==> config.mk <==
export PLATFORM = sky130hd
export DESIGN_NAME = xml_line_tag_tokenizer
export DESIGN_NICKNAME = d
export VERILOG_FILES = /design/src/hw/rtl/xltt_pkg.sv /design/src/hw/rtl/xltt_front.sv /design/src/hw/rtl/xltt_queue.sv /design/src/hw/rtl/xml_line_tag_tokenizer.sv
export SDC_FILE = /design/constraint.sdc
export NUM_CORES = 1
export LEC_CHECK = 0
export BUFFER_PORTS_ARGS = -buffer_cell sky130_fd_sc_hd__buf_2
export CAP_MARGIN = 20
export CORE_UTILIZATION = 65
export CTS_BUF_LIST = sky130_fd_sc_hd__clkbuf_8
export DETAILED_ROUTE_END_ITERATION = 10
export GPL_ROUTABILITY_DRIVEN = 0
export GPL_TIMING_DRIVEN = 1
export PLACE_DENSITY = 0.82
export SETUP_SLACK_MARGIN = 0.2
export SYNTH_ARGS = -nofsm -noshare
export SYNTH_HDL_FRONTEND = slang
export SYNTH_SLANG_ARGS = --single-unit
==> constraint.sdc <==
create_clock -name clk -period 5.28 [get_ports clk]
set_input_delay 1.056 -clock clk [delete_from_list [all_inputs] [get_ports clk]]
set_output_delay 1.056 -clock clk [all_outputs]
set_load 0.005 [all_outputs]
==> src/hw/rtl/xltt_pkg.sv <==
`timescale 1ns / 1ps
// Shared types and constants of the line tag tokenizer.
// No dependencies; used by xltt_front, xltt_queue and xml_line_tag_tokenizer.
package xltt_pkg;

	typedef enum logic [2:0] {
		KIND_TAG_CHAR   = 3'd0,
		KIND_ATTR_NAME  = 3'd1,
		KIND_ATTR_VALUE = 3'd2,
		KIND_ATTR_DONE  = 3'd3,
		KIND_TAG_END    = 3'd4
	} event_kind_t;

	// One result event as it travels from the front to the output queue.
	typedef struct packed {
		logic        is_closing;
		event_kind_t event_kind;
		logic [7:0]  char_out;
	} event_t;

	localparam logic [7:0] CH_LT    = 8'h3C;
	localparam logic [7:0] CH_SLASH = 8'h2F;
	localparam logic [7:0] CH_GT    = 8'h3E;
	localparam logic [7:0] CH_QMARK = 8'h3F;
	localparam logic [7:0] CH_EQ    = 8'h3D;
	localparam logic [7:0] CH_QUOTE = 8'h22;
	localparam logic [7:0] CH_SPACE = 8'h20;
	localparam logic [7:0] CH_CR    = 8'h0D;
	localparam logic [7:0] CH_LF    = 8'h0A;

	localparam int QUEUE_DEPTH = 2;

endpackage

==> src/hw/rtl/xltt_front.sv <==
`timescale 1ns / 1ps
// Front end: takes one byte per request, tracks line/tag state, classifies
// the byte into at most one event. Depends on xltt_pkg.
module xltt_front import xltt_pkg::*; #(
	parameter int MAX_LINE_LENGTH = 4096
) (
	input  logic       clk,
	input  logic       arst_n,
	input  logic       take,      // byte accepted this cycle
	input  logic [7:0] char_in,
	output logic       ev_valid,  // event produced by the accepted byte
	output event_t     ev
);

	localparam int PosW = (MAX_LINE_LENGTH > 2) ? $clog2(MAX_LINE_LENGTH) : 1;
	localparam logic [PosW-1:0] MaxPos = PosW'(MAX_LINE_LENGTH - 1);

	logic [PosW-1:0] pos_q, lob_q;
	logic closing_q, ended_q, lead_q, name_q, rav_q, inq_q;

	logic [PosW-1:0] pos_n, lob_n;
	logic closing_n, ended_n, lead_n, name_n, rav_n, inq_n;

	always_comb begin
		pos_n     = pos_q;
		lob_n     = lob_q;
		closing_n = closing_q;
		ended_n   = ended_q;
		lead_n    = lead_q;
		name_n    = name_q;
		rav_n     = rav_q;
		inq_n     = inq_q;
		ev_valid  = 1'b0;
		ev        = '0;

		if (char_in == CH_CR || char_in == CH_LF) begin
			if (!ended_q) begin
				ended_n       = 1'b1;
				ev_valid      = 1'b1;
				ev.event_kind = KIND_TAG_END;
				ev.is_closing = closing_q;
			end
		end else begin
			if (ended_q) begin
				// first byte of a new line
				ended_n   = 1'b0;
				pos_n     = '0;
				lob_n     = '0;
				closing_n = 1'b0;
				lead_n    = 1'b0;
				name_n    = 1'b0;
				rav_n     = 1'b0;
				inq_n     = 1'b0;
			end
			if (!(ended_q && char_in == CH_SPACE)) begin
				if (char_in == CH_LT)
					lob_n = pos_n;
				else if (char_in == CH_SLASH && ({1'b0, lob_n} + 1'b1) == {1'b0, pos_n})
					closing_n = 1'b1;
				if (pos_n < MaxPos)
					pos_n = pos_n + 1'b1;

				if (!lead_n && char_in == CH_SPACE) begin
					// leading space, nothing
				end else begin
					lead_n = 1'b1;
					if (!name_n) begin
						if (char_in == CH_SPACE)
							name_n = 1'b1;
						else if (!(char_in == CH_LT || char_in == CH_SLASH ||
						           char_in == CH_GT || char_in == CH_QMARK)) begin
							ev_valid      = 1'b1;
							ev.event_kind = KIND_TAG_CHAR;
							ev.char_out   = char_in;
						end
					end else if (!rav_n) begin
						if (char_in == CH_EQ)
							rav_n = 1'b1;
						else if (char_in != CH_SPACE) begin
							ev_valid      = 1'b1;
							ev.event_kind = KIND_ATTR_NAME;
							ev.char_out   = char_in;
						end
					end else if (char_in == CH_QUOTE) begin
						inq_n = !inq_n;
						if (inq_q == 1'b1 || !inq_n) begin
							rav_n         = 1'b0;
							ev_valid      = 1'b1;
							ev.event_kind = KIND_ATTR_DONE;
						end
					end else if (inq_n) begin
						ev_valid      = 1'b1;
						ev.event_kind = KIND_ATTR_VALUE;
						ev.char_out   = char_in;
					end
				end
			end
		end
		if (!take)
			ev_valid = 1'b0;
	end

	always_ff @(posedge clk or negedge arst_n) begin
		if (!arst_n) begin
			pos_q     <= '0;
			lob_q     <= '0;
			closing_q <= 1'b0;
			ended_q   <= 1'b0;
			lead_q    <= 1'b0;
			name_q    <= 1'b0;
			rav_q     <= 1'b0;
			inq_q     <= 1'b0;
		end else if (take) begin
			pos_q     <= pos_n;
			lob_q     <= lob_n;
			closing_q <= closing_n;
			ended_q   <= ended_n;
			lead_q    <= lead_n;
			name_q    <= name_n;
			rav_q     <= rav_n;
			inq_q     <= inq_n;
		end
	end

	a_pos_sat: assert property (@(posedge clk) disable iff (!arst_n)
		pos_q <= MaxPos) else $error("line position past saturation");
	a_rav_name: assert property (@(posedge clk) disable iff (!arst_n)
		rav_q |-> name_q) else $error("attribute value without finished tag name");
	a_inq_rav: assert property (@(posedge clk) disable iff (!arst_n)
		inq_q |-> rav_q) else $error("inside quotes outside attribute value");

endmodule

==> src/hw/rtl/xltt_queue.sv <==
`timescale 1ns / 1ps
// Back end: short event queue whose head drives the output stream.
// Depends on xltt_pkg.
module xltt_queue import xltt_pkg::*; (
	input  logic   clk,
	input  logic   arst_n,
	input  logic   push,
	input  event_t push_ev,
	output logic   full,
	output logic   out_valid,
	input  logic   out_ready,
	output event_t out_ev
);

	localparam int PtrW = (QUEUE_DEPTH > 2) ? $clog2(QUEUE_DEPTH) : 1;
	localparam int CntW = $clog2(QUEUE_DEPTH + 1);
	localparam logic [CntW-1:0] Depth = CntW'(QUEUE_DEPTH);
	localparam logic [PtrW-1:0] LastIdx = PtrW'(QUEUE_DEPTH - 1);

	event_t          mem_q [QUEUE_DEPTH];
	logic [PtrW-1:0] wr_q, rd_q;
	logic [CntW-1:0] count_q;
	logic            pop;

	assign full      = (count_q == Depth);
	assign out_valid = (count_q != '0);
	assign out_ev    = mem_q[rd_q];
	assign pop       = out_valid && out_ready;

	always_ff @(posedge clk) begin
		if (push)
			mem_q[wr_q] <= push_ev;
	end

	always_ff @(posedge clk or negedge arst_n) begin
		if (!arst_n) begin
			wr_q    <= '0;
			rd_q    <= '0;
			count_q <= '0;
		end else begin
			if (push)
				wr_q <= (wr_q == LastIdx) ? '0 : wr_q + 1'b1;
			if (pop)
				rd_q <= (rd_q == LastIdx) ? '0 : rd_q + 1'b1;
			if (push && !pop)
				count_q <= count_q + 1'b1;
			else if (pop && !push)
				count_q <= count_q - 1'b1;
		end
	end

	a_no_overflow: assert property (@(posedge clk) disable iff (!arst_n)
		!(push && full)) else $error("push into full queue");
	a_count_range: assert property (@(posedge clk) disable iff (!arst_n)
		count_q <= Depth) else $error("queue count out of range");
	a_pop_dec: assert property (@(posedge clk) disable iff (!arst_n)
		(pop && !push) |=> count_q == $past(count_q) - 1'b1)
		else $error("queue count did not drop on pop");

endmodule

==> src/hw/rtl/xml_line_tag_tokenizer.sv <==
`timescale 1ns / 1ps
// Top level of the line tag tokenizer: front classifier plus output queue.
// Depends on xltt_pkg, xltt_front, xltt_queue.
//
//  channel | dir | tdata        | tuser (low bit up)
//  --------+-----+--------------+--------------------------------
//  s_*     | in  | char_in[7:0] | -
//  m_*     | out | char_out[7:0]| event_kind[2:0], is_closing[3]
//
// Each byte is classified in the cycle its request is accepted; the event, if
// any, is registered into a two-entry queue whose head is offered on m_*.
// Throughput is one byte per cycle while the queue has room.
// s_tready drops only while the queue holds two undelivered events, so the
// input side stalls only under output backpressure.
// arst_n clears all line state and empties the queue; no clearing pass.
module xml_line_tag_tokenizer import xltt_pkg::*; #(
	parameter int MAX_LINE_LENGTH = 4096
) (
	input  logic       clk,
	input  logic       arst_n,
	input  logic       s_tvalid,
	output logic       s_tready,
	input  logic [7:0] s_tdata,   // [7:0] char_in
	output logic       m_tvalid,
	input  logic       m_tready,
	output logic [7:0] m_tdata,   // [7:0] char_out
	output logic [3:0] m_tuser    // [2:0] event_kind, [3] is_closing
);

	logic   q_full;
	logic   take;
	logic   ev_valid;
	event_t ev;
	event_t head;

	// accept whenever the queue has room
	assign s_tready = !q_full;
	assign take     = s_tvalid && s_tready;

	xltt_front #(
		.MAX_LINE_LENGTH(MAX_LINE_LENGTH)
	) u_front (
		.clk     (clk),
		.arst_n  (arst_n),
		.take    (take),
		.char_in (s_tdata),
		.ev_valid(ev_valid),
		.ev      (ev)
	);

	xltt_queue u_queue (
		.clk      (clk),
		.arst_n   (arst_n),
		.push     (ev_valid),
		.push_ev  (ev),
		.full     (q_full),
		.out_valid(m_tvalid),
		.out_ready(m_tready),
		.out_ev   (head)
	);

	assign m_tdata = head.char_out;
	assign m_tuser = {head.is_closing, head.event_kind};

endmodule
# Yosys cells after proc, flatten, opt, wreduce, memory -nomap -nowiden

Memories as Yosys holds them, arrays and structs flattened.
Index checks and enable logic that the tools add are counted.

Bits in registers: 34
Output and inout port bits: 14
Word-level logic and storage cells: 127
Input bits: 12
Memory bits (writable): 24
Memories kept: 1

Add/subtract/negate cells: 6
Bitwise gates (word level): 1
$lt $le $gt $ge: 1
Equality and inequality tests: 12
Reduce and logical (&&, ||, !) cells: 20
Mux-type cells: 75

Memory list:

| name          | depth | width | read ports | clocked after Yosys merged registers in | wr ports | RTL line         | RTL |
|---|---|---|---|---|---|---|---|
| u_queue.mem_q | 2     | 12    | 1          | 0                                       | 1        | xltt_queue.sv:20 | `event_t mem_q [QUEUE_DEPTH];` |

Operators by type and width:

| kind                                                | count |
|---|---|
| 2-to-1 mux 12 bit                                   | 8 |
| 2-to-1 mux 11 bit                                   | 6 |
| == test 8 x 6 -> 1 bit (second input constant)      | 7 |
| 2-to-1 mux 1 bit                                    | 50 |
| 2-to-1 mux 8 bit                                    | 3 |
| == test 8 x 4 -> 1 bit (second input constant)      | 2 |
| adder 12 x 1 -> 13 bit (second input constant)      | 1 |
| == test 13 x 12 -> 1 bit                            | 1 |
| adder 12 x 1 -> 12 bit (second input constant)      | 1 |
| less-than comparator 12 bit (second input constant) | 1 |
| 2-to-1 mux 10 bit                                   | 1 |
| 2-to-1 mux 9 bit                                    | 1 |
| != test 8 x 6 -> 1 bit (second input constant)      | 1 |
| logical AND 1 bit                                   | 7 |
| 2-to-1 mux 2 bit                                    | 3 |
| 2-to-1 mux 3 bit                                    | 2 |
| zero test 1 bit                                     | 5 |
| logical OR 1 bit                                    | 5 |
| 2-to-1 mux 4 bit                                    | 1 |
| nonzero test 2 bit                                  | 2 |
| adder 1 bit (second input constant)                 | 2 |
| adder 2 x 1 -> 2 bit (second input constant)        | 1 |
| == test 2 bit (second input constant)               | 1 |
| AND reduction 2 bit                                 | 1 |
| 2 further kinds                                     | 2 |

# Logic depth before layout (Yosys ltp)

Depth after elaboration: 16
Depth in mapped cells: 13
Mapped depth without buffers: 10

# By module

A second synthesis with hierarchy kept.

Cell total of the unflattened synthesis: 348
Area, all modules: 3583.4 µm²

By module, submodules not included:

| module                 | cells an instance | sequential area each (µm²) | area each (µm²) | instances |
|---|---|---|---|---|
| xltt_front             | 293               | 750.7                      | 2471.1          | 1 |
| xltt_queue             | 53                | 820.8                      | 1102.3          | 1 |
| xml_line_tag_tokenizer | 2                 | 0.0                        | 10.0            | 1 |

# Worst setup path after synthesis

No wires, ideal clock.

Path kind: input to register
Start: in s_tdata[7]
End: reg u_queue.count_q[1]
Path buffers: 1
Stages on the path: 10
Arrival time: 3043 ps
Slack: 2157 ps
Library setup time: 79 ps
Cells stage by stage: or3_4 -> or4_4 -> buf_6 -> a31oi_4 -> a211oi_1 -> o21ai_2 -> inv_1 -> ha_1 -> nor2_1 -> xor2_1

Cells in the longest elaborated chain, start to end: 14
Elaborated cells between the ends (all ways): 32
Classes of those cells: eq/ne: 10; mux: 12; reduce/logical: 10

RTL lines:

| what                          | RTL line                     | RTL |
|---|---|---|
| start, declared               | xml_line_tag_tokenizer.sv:23 | `input logic [7:0] s_tdata,` |
| == test 8 x 6 -> 1 bit        | xltt_front.sv:70             | `else if (!(char_in == CH_LT \|\| char_in == CH_SLASH \|\|` |
| logical OR 1 bit (2 in a row) | xltt_front.sv:70             |  |
| logical OR 1 bit              | xltt_front.sv:71             | `char_in == CH_GT \|\| char_in == CH_QMARK)) begin` |
| 2-to-1 mux 1 bit              | xltt_front.sv:70             |  |
| 2-to-1 mux 1 bit              | xltt_front.sv:68             | `if (char_in == CH_SPACE)` |
| 2-to-1 mux 1 bit              | xltt_front.sv:67             | `if (!name_n) begin` |
| 2-to-1 mux 1 bit              | xltt_front.sv:63             | `if (!lead_n && char_in == CH_SPACE) begin` |
| 2-to-1 mux 1 bit              | xltt_front.sv:55             | `if (!(ended_q && char_in == CH_SPACE)) begin` |
| 2-to-1 mux 1 bit (*)          | xltt_front.sv:36             | `if (char_in == CH_CR \|\| char_in == CH_LF) begin` |
| 2-to-1 mux 1 bit (*)          | xltt_front.sv:99             | `if (!take)` |
| named net ev_valid            | xml_line_tag_tokenizer.sv:32 | `logic ev_valid;` |
| zero test 1 bit               | xltt_queue.sv:47             | `else if (pop && !push)` |
| logical AND 1 bit             | xltt_queue.sv:47             |  |
| nonzero test 2 bit (no line)  | n/a                          |  |
| end signal, assigned          | xltt_queue.sv:46             | `count_q <= count_q + 1'b1;` |
| end signal, assigned          | xltt_queue.sv:48             | `count_q <= count_q - 1'b1;` |
| end, declared                 | xltt_queue.sv:22             | `logic [CntW-1:0] count_q;` |

Mark *: on every way through the listed nets, which the timed path passes. The rest lies on a longest branch.
A chain may end at the register's enable or synchronous reset.

# Final worst setup path

Start: in s_tdata[1]
End: mem u_queue.mem_q[0][2] in the netlist's numbering (enable)

Cells in the longest elaborated chain, start to end: 13
Elaborated cells between the ends (all ways): 29
Classes of those cells: eq/ne: 10; mux: 13; reduce/logical: 6

RTL lines:

| what                                       | RTL line         | RTL |
|---|---|---|
| == test 8 x 6 -> 1 bit                     | xltt_front.sv:70 |  |
| logical OR 1 bit (2 in a row)              | xltt_front.sv:70 |  |
| logical OR 1 bit                           | xltt_front.sv:71 |  |
| 2-to-1 mux 1 bit                           | xltt_front.sv:70 |  |
| 2-to-1 mux 1 bit                           | xltt_front.sv:68 |  |
| 2-to-1 mux 1 bit                           | xltt_front.sv:67 |  |
| 2-to-1 mux 1 bit                           | xltt_front.sv:63 |  |
| 2-to-1 mux 1 bit                           | xltt_front.sv:55 |  |
| 2-to-1 mux 1 bit (*)                       | xltt_front.sv:36 |  |
| 2-to-1 mux 1 bit (*)                       | xltt_front.sv:99 |  |
| 2-to-1 mux 1 bit (*)                       | xltt_queue.sv:31 | `if (push)` |
| 2-to-1 mux 1 bit (not written as such) (*) | xltt_queue.sv:32 | `mem_q[wr_q] <= push_ev;` |
| end, declared                              | xltt_queue.sv:20 |  |

Mark *: on every way between the ends. The rest lies on a longest branch, timed or not.

==> impl_metrics.tcl <==
set metrics [dict create \
    clock-skew-final_ns 0.008762 \
    via_per_inst 6.191 \
    remaining_drc_errors 0 \
    multiInputGateArea_um2 1694 \
    synth_top_family_by_area "simple AND/OR/NAND/NOR gates" \
    synth_seq_cells 58 \
    track_usage_pct 28.49 \
    die_area_um2 5501 \
    wl_per_cell_um 16.73 \
    path_buf_inv 1 \
    clkPwrFrac_pct 26.3 \
    post-cts-setup-buffer-count 0 \
    max_stage_delay_ns 0.80 \
    async_reset_ff_share_pct 58.62 \
    min-delay-start "u_front.name_q" \
    yosys.area_share.simple_pct 21.40 \
    hp-class "reg -> reg" \
    area_delta_synth_final_pct 10.05 \
    drv_cap 0 \
    worst_slack_ns 2.165 \
    hold_end "u_front.name_q" \
    synth_flop_cell "dfrtp_1" \
    crit_family "simple AND/OR/NAND/NOR gates" \
    dr.pass1.iters 5 \
    p_sw_uw 587.5 \
    clock-sinks 58 \
    p_int_uw 1133 \
    num-nets-final 368 \
    finalSetupViolCount 0 \
    fin_crit_sh_pct 58.99 \
    pwr_density_cell_nw_per_um2 461.7 \
    drt_iter0_drc 225 \
    fill_cells 351 \
    htreeDepth 3 \
    drive_above_1_share_pct 18.16 \
    timing.fmax_ghz 0.3211 \
    cts_resized 0 \
    drtAntennaViolNets 0 \
    num_antenna_cells 0 \
    wirelength_mm 7.110 \
    synth_top_area_share_pct 25.13 \
    fp.dieH_um 74.17 \
    cts_tree "yes" \
    core_um2 4880 \
    sw_frac_of_total_pct 34.15 \
    numCtsBuffers 9 \
    r2r_slack_ns 2.33 \
    grt_pass1_wl_mm 11.54 \
    ir_drop_mv 0.2888 \
    p_comb_share_pct 32.5 \
    rows 25 \
    synthCells 337 \
    dp_slack_ns 1.802 \
    pin_count 26 \
    maxSlewViolCount 0 \
    dp_hpwl_mm 4.771 \
    r2r_cells 7 \
    synthTopCellsByArea "dfrtp_1 25%, edfxtp_1 21%, mux2_2 4.3%, xnor2_1 3.9%, o21ai_0 3.8%" \
    ys_top_cells_by_count "34 x dfrtp_1, 32 x nand2_1, 26 x o21ai_0, 24 x edfxtp_1, 20 x nor2_1" \
    cp_max_fo 12 \
    maxSlewHeadroom_pct 31.00 \
    power.share.sequential_pct 41.2 \
    r2r_start "u_front.ended_q" \
    r2r-end "u_queue.mem_q[0][2]" \
    critical_path_arrival_ns 3.07 \
    tightest_slew_ns 1.031 \
    yosys.cell_types.count 58 \
    tns_ns 0 \
    setup.worst_path.start_class "primary input" \
    min_period_ns 3.115 \
    crit_path_cell_trace "buf_2, and3b_1, o211ai_2, nand2b_1, a211oi_1, o21ai_2, nor2_1" \
    whs_path_depth 2 \
    power_leakage_uw 0.001482 \
    yosysSeqAreaShare_pct 46.42 \
    synth_compound_gate_area_share_pct 16.37 \
    clockBufferDepth 2 \
    syn_nets 352 \
    clk_latency_ns 0.34 \
    cp_slowest_cell "nor2_1" \
    synthMuxAreaShare_pct 5.211 \
    synth-xor-area-share_pct 5.950 \
    grt_pass1_vias 2480 \
    path_class "in -> reg" \
    clkTransAtPathRegs_ns 0.06 \
    synth-edff-count 24 \
    die_w_um 74.17 \
    root_buffer "clkbuf_8" \
    vias 2631 \
    grt_max_degree 47 \
    postSynthAreaPerCell_um2 10.05 \
    regArea_um2 1572 \
    endpoint_kind "flop" \
    holdBufCountCts 0 \
    floorplan.initialDensity_pct 69.38 \
    synth_top_area_cell "dfrtp_1" \
    rsz0062_at_grt "false" \
    worst-endpoint-required_ns 5.24 \
    overflow 0 \
    hold_viol 0 \
    synthAdderAreaFrac_pct 1.109 \
    syn_area_um2 3386 \
    status "completed" \
    port_buffers 25 \
    antenna_found_initial 0 \
    synth_warnings 0 \
    yosys.cell_count.top_type "dfrtp_1" \
]
## state kept, by name, indices dropped and copies added, names as in the netlist
name               cells
u_front.name_q         1
u_front.pos_q         12
u_front.closing_q      1
u_front.rav_q          1
u_front.lob_q         12
u_front.ended_q        1
u_queue.mem_q         24
u_queue.wr_q           1
u_front.lead_q         1
u_queue.rd_q           1
u_queue.count_q        2
u_front.inq_q          1
## placed cells by master (no fill, tap or decap), drive strengths merged, types with 5 or more instances in the layout
cell    synthesis  routed
nor3            8       8
mux2           13      13
a21oi          13      13
and3            5       5
a22oi          14      14
xor2            8       8
edfxtp         24      24
inv             5       5
dfrtp          34      34
xnor2          15      15
buf            13      27
nand2b          6       6
and2           10      10
nor3b           7       7
nor2b           8       8
nand2          32      32
o21ai          27      27
nor2           20      20
clkbuf          9      10
nand3           8       8
a31oi           5       5
## per-stage QoR
stage	hold slack (ns)	utilization (%)	total power (uW)	cells	instance area [um2]
after floorplan	0.4559	-	1113	337	3386
final	0.5135	76.36	1720	425	3726
after CTS	0.5164	76.36	1726	425	3726
after global routing	0.5248	76.36	1813	425	3726
after global placement	0.4810	71.90	1244	409	3508
after detailed placement	0.5020	71.90	1264	409	3508
## how the worst max path moves through the flow
stage / cells past startpoint / slack, ns / endpoint / start
final: 7 / 2.17 / u_queue.mem_q[0][2] / s_tdata[1]
after global routing: 7 / 1.95 / u_queue.mem_q[0][2] / s_tdata[1]
after CTS: 7 / 2.15 / u_queue.mem_q[0][2] / s_tdata[1]
after detailed placement: 7 / 1.80 / u_queue.mem_q[0][9] / s_tdata[1]
after global placement: 7 / 1.93 / u_queue.mem_q[1][8] / s_tdata[1]
after floorplan: 10 / 2.16 / u_queue.count_q[1] / s_tdata[7]
## metal layers
metal | global-route usage, % | vias to the layer above | wire (um)
met4 | 12.61 | 0 | 129
li1 | - | 1271 | -
met1 | 35.82 | 1239 | 3088
met5 | 0 | - | 0
met3 | 6.098 | 16 | 386
met2 | 47.58 | 105 | 3506
## power groups by stage
stage | sequential [uW] | combinational [uW] | clock, uW
2_1_floorplan | 645 | 467 | 0
3_3_place_gp | 709 | 535 | 0
3_5_place_dp | 714 | 550 | 0
4_1_cts | 706 | 565 | 455
5_1_grt | 721 | 622 | 470
6_report | 708 | 559 | 453
## worst register-to-register path, delay by kind of cell (launching register included)
| family | cells | cell delay (ns) |
|---|---|---|
| simple gates | 3 | 1.42 |
| compound gates | 3 | 0.52 |
| buf+inv | 1 | 0.26 |
| flops | 1 | 0.36 |
## final cells by class
class,count,area share (%)
sequential,58,42.18
clock buffer,10,3.694
clock inverter,6,2.149
timing repair buffer,27,3.761
multi-input combinational,252,45.47
inverter,5,0.5037
tap,67,2.250
## cells by family (layout without fill, tap and decap cells)
kind of cell	Yosys count	after routing
buffers and inverters	27	48
AOI/OAI and AO/OA	82	82
muxes	16	16
DFF	58	58
adders and majority gates	3	3
and+or+nand+nor	128	128
xor gates and xnor gates	23	23
No activity file was read; power rests on OpenSTA's default activity.
